===== config.mk =====
export PLATFORM = sky130hd
export DESIGN_NAME = prs_sqrt
export DESIGN_NICKNAME = d
export VERILOG_FILES = /design/src/hw/rtl/prs_pkg.sv /design/src/hw/rtl/prs_sqrt.sv
export SDC_FILE = /design/constraint.sdc
export NUM_CORES = 2
export LEC_CHECK = 0
export BUFFER_PORTS_ARGS = -buffer_cell sky130_fd_sc_hd__buf_2
export CORE_ASPECT_RATIO = 0.9
export CORE_MARGIN = 2
export CORE_UTILIZATION = 55
export DETAILED_ROUTE_END_ITERATION = 10
export GPL_TIMING_DRIVEN = 1
export PLACE_DENSITY = 0.75
export SYNTH_ARGS = -nofsm -noshare
export SYNTH_HDL_FRONTEND = slang
export SYNTH_MEMORY_MAX_BITS = 65536
export SYNTH_SLANG_ARGS = --single-unit
export TNS_END_PERCENT = 20

===== constraint.sdc =====
create_clock -name clk_i -period 7.4 [get_ports clk_i]
set_input_delay 1.48 -clock clk_i [delete_from_list [all_inputs] [get_ports clk_i]]
set_output_delay 1.48 -clock clk_i [all_outputs]
set_load 0.01 [all_outputs]

===== src/hw/rtl/prs_pkg.sv =====
// Shared types and constants for the polynomial root solver.
// No dependencies; every other file imports this package.
package prs_pkg;

  localparam int DataWidth = 32;
  localparam int FracBits  = 16;

  typedef enum logic [1:0] {
    StatusOk       = 2'd0,
    StatusZeroLead = 2'd1,
    StatusSat      = 2'd2
  } status_e;

  typedef struct packed {
    logic                        func;
    logic signed [DataWidth-1:0] coef_a;
    logic signed [DataWidth-1:0] coef_b;
    logic signed [DataWidth-1:0] coef_c;
  } prs_in_t;

  typedef struct packed {
    logic signed [DataWidth-1:0] root_one;
    logic signed [DataWidth-1:0] root_two;
    logic                        is_complex;
    status_e                     status;
  } prs_out_t;

endpackage


===== src/hw/rtl/prs_sqrt.sv =====
// Pipelined integer square root, one result bit per register stage.
// Depends on prs_pkg; carries a sideband vector alongside each operand.
module prs_sqrt import prs_pkg::*; #(
  parameter int RW = DataWidth + 1,
  parameter int SW = 8
) (
  input  logic              clk_i,
  input  logic              rst_ni,
  input  logic              en_i,
  input  logic              vld_i,
  input  logic [2*RW-1:0]   x_i,
  input  logic [SW-1:0]     side_i,
  output logic              vld_o,
  output logic [RW-1:0]     root_o,
  output logic [SW-1:0]     side_o
);

  localparam int XW = 2 * RW;

  logic [XW-1:0] x_q    [1:RW];
  logic [RW+1:0] rem_q  [1:RW];
  logic [RW-1:0] root_q [1:RW];
  logic [SW-1:0] side_q [1:RW];
  logic          vld_q  [1:RW];

  for (genvar k = 0; k < RW; k++) begin : g_stage
    logic [XW-1:0] cur_x;
    logic [RW+1:0] cur_rem;
    logic [RW-1:0] cur_root;
    logic [SW-1:0] cur_side;
    logic          cur_vld;
    logic [RW+1:0] rem_sh;
    logic [RW+1:0] trial;
    logic          ge;

    if (k == 0) begin : g_first
      assign cur_x    = x_i;
      assign cur_rem  = '0;
      assign cur_root = '0;
      assign cur_side = side_i;
      assign cur_vld  = vld_i;
    end else begin : g_next
      assign cur_x    = x_q[k];
      assign cur_rem  = rem_q[k];
      assign cur_root = root_q[k];
      assign cur_side = side_q[k];
      assign cur_vld  = vld_q[k];
    end

    // bring down two bits and try the next root bit
    assign rem_sh = (RW+2)'({cur_rem, cur_x[XW-1:XW-2]});
    assign trial  = (RW+2)'({cur_root, 2'b01});
    assign ge     = rem_sh >= trial;

    always_ff @(posedge clk_i or negedge rst_ni) begin
      if (!rst_ni) begin
        vld_q[k+1] <= 1'b0;
      end else if (en_i) begin
        vld_q[k+1] <= cur_vld;
      end
    end

    always_ff @(posedge clk_i) begin
      if (en_i) begin
        x_q[k+1]    <= cur_x << 2;
        rem_q[k+1]  <= ge ? rem_sh - trial : rem_sh;
        root_q[k+1] <= RW'({cur_root, ge});
        side_q[k+1] <= cur_side;
      end
    end
  end

  assign vld_o  = vld_q[RW];
  assign root_o = root_q[RW];
  assign side_o = side_q[RW];

endmodule


# Word level (Yosys, flattened, before mapping)
# Memory sizes are Yosys's and may differ from the RTL's.
# Index checks and enable logic that the tools add are counted.
dict set report op_classes {
  addsub 33
  magnitude_cmp 33
  mux 35
}
# op n
set op_table {}
lappend op_table {{$mux 35} 33}
lappend op_table {{$ge 35x35->1} 32}
lappend op_table {{$sub 35x35->35} 32}
lappend op_table {{$sub 2x1->3 const B} 1}
lappend op_table {{$ge 2x1->1 const B} 1}
lappend op_table {{$mux 1} 2}
dict set report word_totals {
  register_bits 33
  ramBits 4620
  inputBits 78
  wordCells 138
  mem_count 4
}
# name words word_bits read_ports rd_clocked_by_memory_dff wr line_no
set memory_table {}
lappend memory_table {x_q 33 64 32 0 33 prs_sqrt.sv:20} ;# logic [XW-1:0] x_q [1:RW];
lappend memory_table {rem_q 33 35 32 0 33 prs_sqrt.sv:21} ;# logic [RW+1:0] rem_q [1:RW];
lappend memory_table {root_q 33 33 33 0 33 prs_sqrt.sv:22} ;# logic [RW-1:0] root_q [1:RW];
lappend memory_table {side_q 33 8 33 0 33 prs_sqrt.sv:23} ;# logic [SW-1:0] side_q [1:RW];

# Depth between registers and ports, before layout
# An unclocked memory read counts as a cell.
dict set report depth {
  word_depth 3
  mapped_depth 15
}

# Worst setup path after synthesis
# OpenSTA, ideal clock, no wires.
dict set report synth_path {
  path_type {flip-flop to flip-flop}
  from {register, netlist name rem_q[0][157]}
  to {register, netlist name rem_q[0][207]}
  setup_ns 0.271
  arrival_ns 3.254
  required_ns 7.129
  path_slack_ns 3.875
  path_stages_with_launch 11
  cell_sequence {edfxtp_1 > or4_1 > or3_1 > or4_4 > or4_4 > nor4_4 > or3b_2 > nor4_2 > nand2_4 > nor4_1 > xor2_1}
}

==> impl_metrics.csv <==
group,metric,value,unit
status,outcome,"complete, no violations",
place,port_buffers,119,
yosys,synth_cells,9780,
yosys,ys_types,84,
cells_and_area,fillers,18000,
sta,fmax,204,MHz
clock_network,postCtsHoldBufs,0,
global_routing,grt_max_degree,172,
place,place.gp.congestion,0.931,
yosys,syn-num-nets,10500,
global_routing,track_usage,0.214,
yosys,synth_seq_cells,2921,
yosys,synth_area,131000,um^2
sta,tightest_slew,1310,ps
global_routing,grt_overflow,0,
power_and_ir_drop,seq_power_share,0.478,
floorplanning,die_h,467,um
global_routing,grt_pass1_vias,75100,
floorplanning,ios,120,
hold_path,min_to,"x_q[2][179]",
cells_and_area,nets,10800,
clock_network,clk_pin_slew,60,ps
clock_network,cts_setup_buffers,0,
sta,final-hold-violation-count,0,
power_and_ir_drop,ir_worst_vdd,0.325,mV
clock_network,cts_tree,"yes",
sta,finalCritPeriodShare,0.664,
sta,skew,58.4,ps
hold_path,whs_path_depth,0,
setup_path,cp_data_required_time,7970,ps
yosys,synth_flop_cell,"edfxtp_1",
sta,rsz0062_at_grt,"no",
setup_path,cp_max_fo,33,
setup_path,worstSetupPathType,"flip-flop to flip-flop",
clock_network,cts_resized,0,
cells_and_area,area_growth,11.0,%
clock_network,cts_buffers,299,
floorplanning,dieArea,242000,um^2
setup_path,rrSetupSlack,2490,ps
route,drc_errors,0,
sta,setup_viol,0,
route,wirelength,264,mm
clock_network,clkLatencyLatePin,870,ps
floorplanning,die-width,519,um
floorplanning,design.core.area,238000,um^2
sta,fin_tns_setup,0,ps
yosys,synth_enable_flop_cells,2888,
sta,post-route-min-period,4910,ps
cells_and_area,fin_util,0.612,
power_and_ir_drop,switching_share,0.279,
route,vias,76600,
floorplanning,rows,170,
cells_and_area,instances_no_fill,13500,
route,drt-pass1-iter-count,8,
setup_path,worst_setup_path_start_kind,"flip-flop",
power_and_ir_drop,p_switching,0.0130,W
place,placed_cells,13000,
clock_network,cts_sinks,2921,
route,wire_per_inst,19.5,um
yosys,ys_warn_count,0,
hold_path,hp-class,"flip-flop to flip-flop",
sta,slew_violations,0,
yosys,syn_area_per_cell,13.4,um^2
power_and_ir_drop,total_power,0.0466,W
setup_path,rr_startpoint,"rem_q[3][179]",
setup_path,r2r_end,"rem_q[3][220]",
yosys,synthArstFlopShare,0.0113,
power_and_ir_drop,power_frac_comb,0.200,
sta,slew_headroom,0.118,
global_routing,grt_first_pass_wirelength,415,mm
clock_network,cts_buffer_depth,4,
cells_and_area,layout-drive-gt1-share,0.0808,
route,viasPerCell,5.68,
route,antenna_left,0,
hold_path,hold_start,"x_q[2][113]",
power_and_ir_drop,clkPwrFrac,0.322,
setup_path,worstPathArrival,5480,ps
power_and_ir_drop,p_int,0.0336,W
power_and_ir_drop,p_leak,55.3,nW
setup_path,r2r_cells,10,
clock_network,h-tree-depth,5,
floorplanning,initial_core_util,0.551,
place,dp_hpwl,186,mm
run,maxCapViolations,0,
yosys,synth-seq-area-share,0.668,
power_and_ir_drop,powerDensity,320,nW/um^2
clock_network,cts-root-buf,"clkbuf_16",
setup_path,crit_path_end_kind,"flip-flop",
global_routing,antenna_found_initial,6,
route,first_iter_violations,6729,
per-layer routing:
metal / vias up / global-route usage / part of all wire
li1: 36900 / - / -
met1: 37300 / 0.297 / 0.45
met2: 1973 / 0.357 / 0.48
met3: 449 / 0.0262 / 0.047
met4: 2 / 0.0648 / 0.028
met5: - / 0 / 0.000042
cells in the mapped netlist, types with 43 or more instances:
cell      number  area [um^2]
nor2_1       532         2000
a211oi_1      49          368
nand3_1      151          756
o21a_1        95          713
ha_1         595         7440
o21bai_1      43          323
and3_1        59          369
inv_1        756         2840
edfxtp_1    2888        86700
nand4_1       91          569
xor2_1       408         3570
or4_1         63          473
nor4_1       123          769
nand2_1      710         2670
nand2b_1     111          694
xnor2_1      403         3530
or3_1        109          682
nor2b_1       90          563
o31ai_1       57          428
mux2_2       120         1350
a31oi_1       49          307
nor3_1       230         1150
or2_2         58          363
clkbuf_1     166          623
a21oi_1      535         2680
o21ai_0      574         2870
a21o_1       260         1950
how the worst max path moves through the flow:
| stage | from | to | slack [ps] | depth (start not counted) |
|---|---|---|---|---|
| finish | rem_q[3][179] | rem_q[3][220] | 2490 | 10 |
| global route | rem_q[3][179] | rem_q[3][220] | 2160 | 10 |
| CTS | rem_q[3][179] | rem_q[3][220] | 2620 | 10 |
| detailed placement | rem_q[3][179] | rem_q[3][220] | 2680 | 10 |
| global placement | rem_q[3][181] | rem_q[3][220] | 2860 | 10 |
| floorplan | rem_q[0][157] | rem_q[0][207] | 3870 | 10 |
worst max-delay path: stages, from the launching register on:
cell	delay, ps
edfxtp_1	400
ha_1	380
a21oi_1	240
nor3_1	100
a2111oi_0	680
a21boi_0	440
o21ai_0	320
a21boi_0	290
a211oi_4	950
buf_4	460
mux2_2	370
state kept, by name, summed over array words and instances, names as in the netlist:
register	count
side_q	264
rem_q	1007
vld_o	1
root_q	561
g_stage.cur_vld	32
x_q	1056
final cells by class:
| type | count | area (um^2) | area share |
|---|---|---|---|
| flip-flops and latches | 2921 | 87500 | 0.602 |
| multi-input cells | 5913 | 40000 | 0.275 |
| clock buffers | 364 | 7920 | 0.0544 |
| well taps | 3182 | 3980 | 0.0274 |
| inverters | 759 | 2850 | 0.0196 |
| clock inverters | 166 | 1810 | 0.0124 |
| repair buffers | 184 | 1300 | 0.00891 |
| diodes | 4 | 10.0 | 0.0000688 |
cell usage in the layout, fill, tap and decap left out, drive strengths merged, types with 20 or more instances in the layout:
| cell | count |
|---|---|
| clkinv | 115 |
| xor2 | 408 |
| ha | 595 |
| a21boi | 37 |
| o211ai | 27 |
| a21o | 260 |
| mux2 | 120 |
| nor3 | 230 |
| nor2 | 532 |
| nor4 | 126 |
| nand3b | 27 |
| a211oi | 49 |
| or2 | 58 |
| inv | 768 |
| o31ai | 57 |
| nor3b | 21 |
| nand3 | 151 |
| dfrtp | 33 |
| buf | 183 |
| clkbuf | 365 |
| and2 | 29 |
| o21bai | 43 |
| edfxtp | 2888 |
| or3 | 109 |
| nand2b | 111 |
| a31oi | 49 |
| bufinv | 33 |
| xnor2 | 403 |
| nor2b | 90 |
| or4 | 66 |
| and3 | 59 |
| nand4 | 91 |
| a211o | 20 |
| o21ai | 574 |
| nand2 | 711 |
| a21oi | 535 |
| o21a | 95 |
stage by stage:
| step | hold slack (ps) | setup slack, ps | cell area [um^2] |
|---|---|---|---|
| detailed placement | 405 | 2680 | 136000 |
| finish | 402 | 2490 | 145000 |
| CTS | 399 | 2620 | 145000 |
| global route | 408 | 2160 | 145000 |
| floorplan | 400 | 3870 | 131000 |
| global placement | 400 | 2860 | 136000 |
logic make-up after synthesis:
family,count (synthesis),share of synthesized area
flip-flops,2921,0.668
AND/OR/NAND/NOR,2454,0.0921
AO/OA/AOI/OAI,1929,0.0912
buffers and inverters,946,0.0272
XOR/XNOR,811,0.0542
adder cells (fa/ha/maj),595,0.0568
multiplexers,123,0.0105
other,1,0.0000286
power by group through the flow:
stage / sequential, W / combinational, W / clock, W
after floorplan: 0.0219 / 0.00684 / 0
after global placement: 0.0226 / 0.00902 / 0
after detailed placement: 0.0226 / 0.00920 / 0
after CTS: 0.0223 / 0.00927 / 0.0154
after global routing: 0.0225 / 0.0104 / 0.0160
final: 0.0223 / 0.00933 / 0.0150
Note: power is estimated with default switching activity, not from simulation.
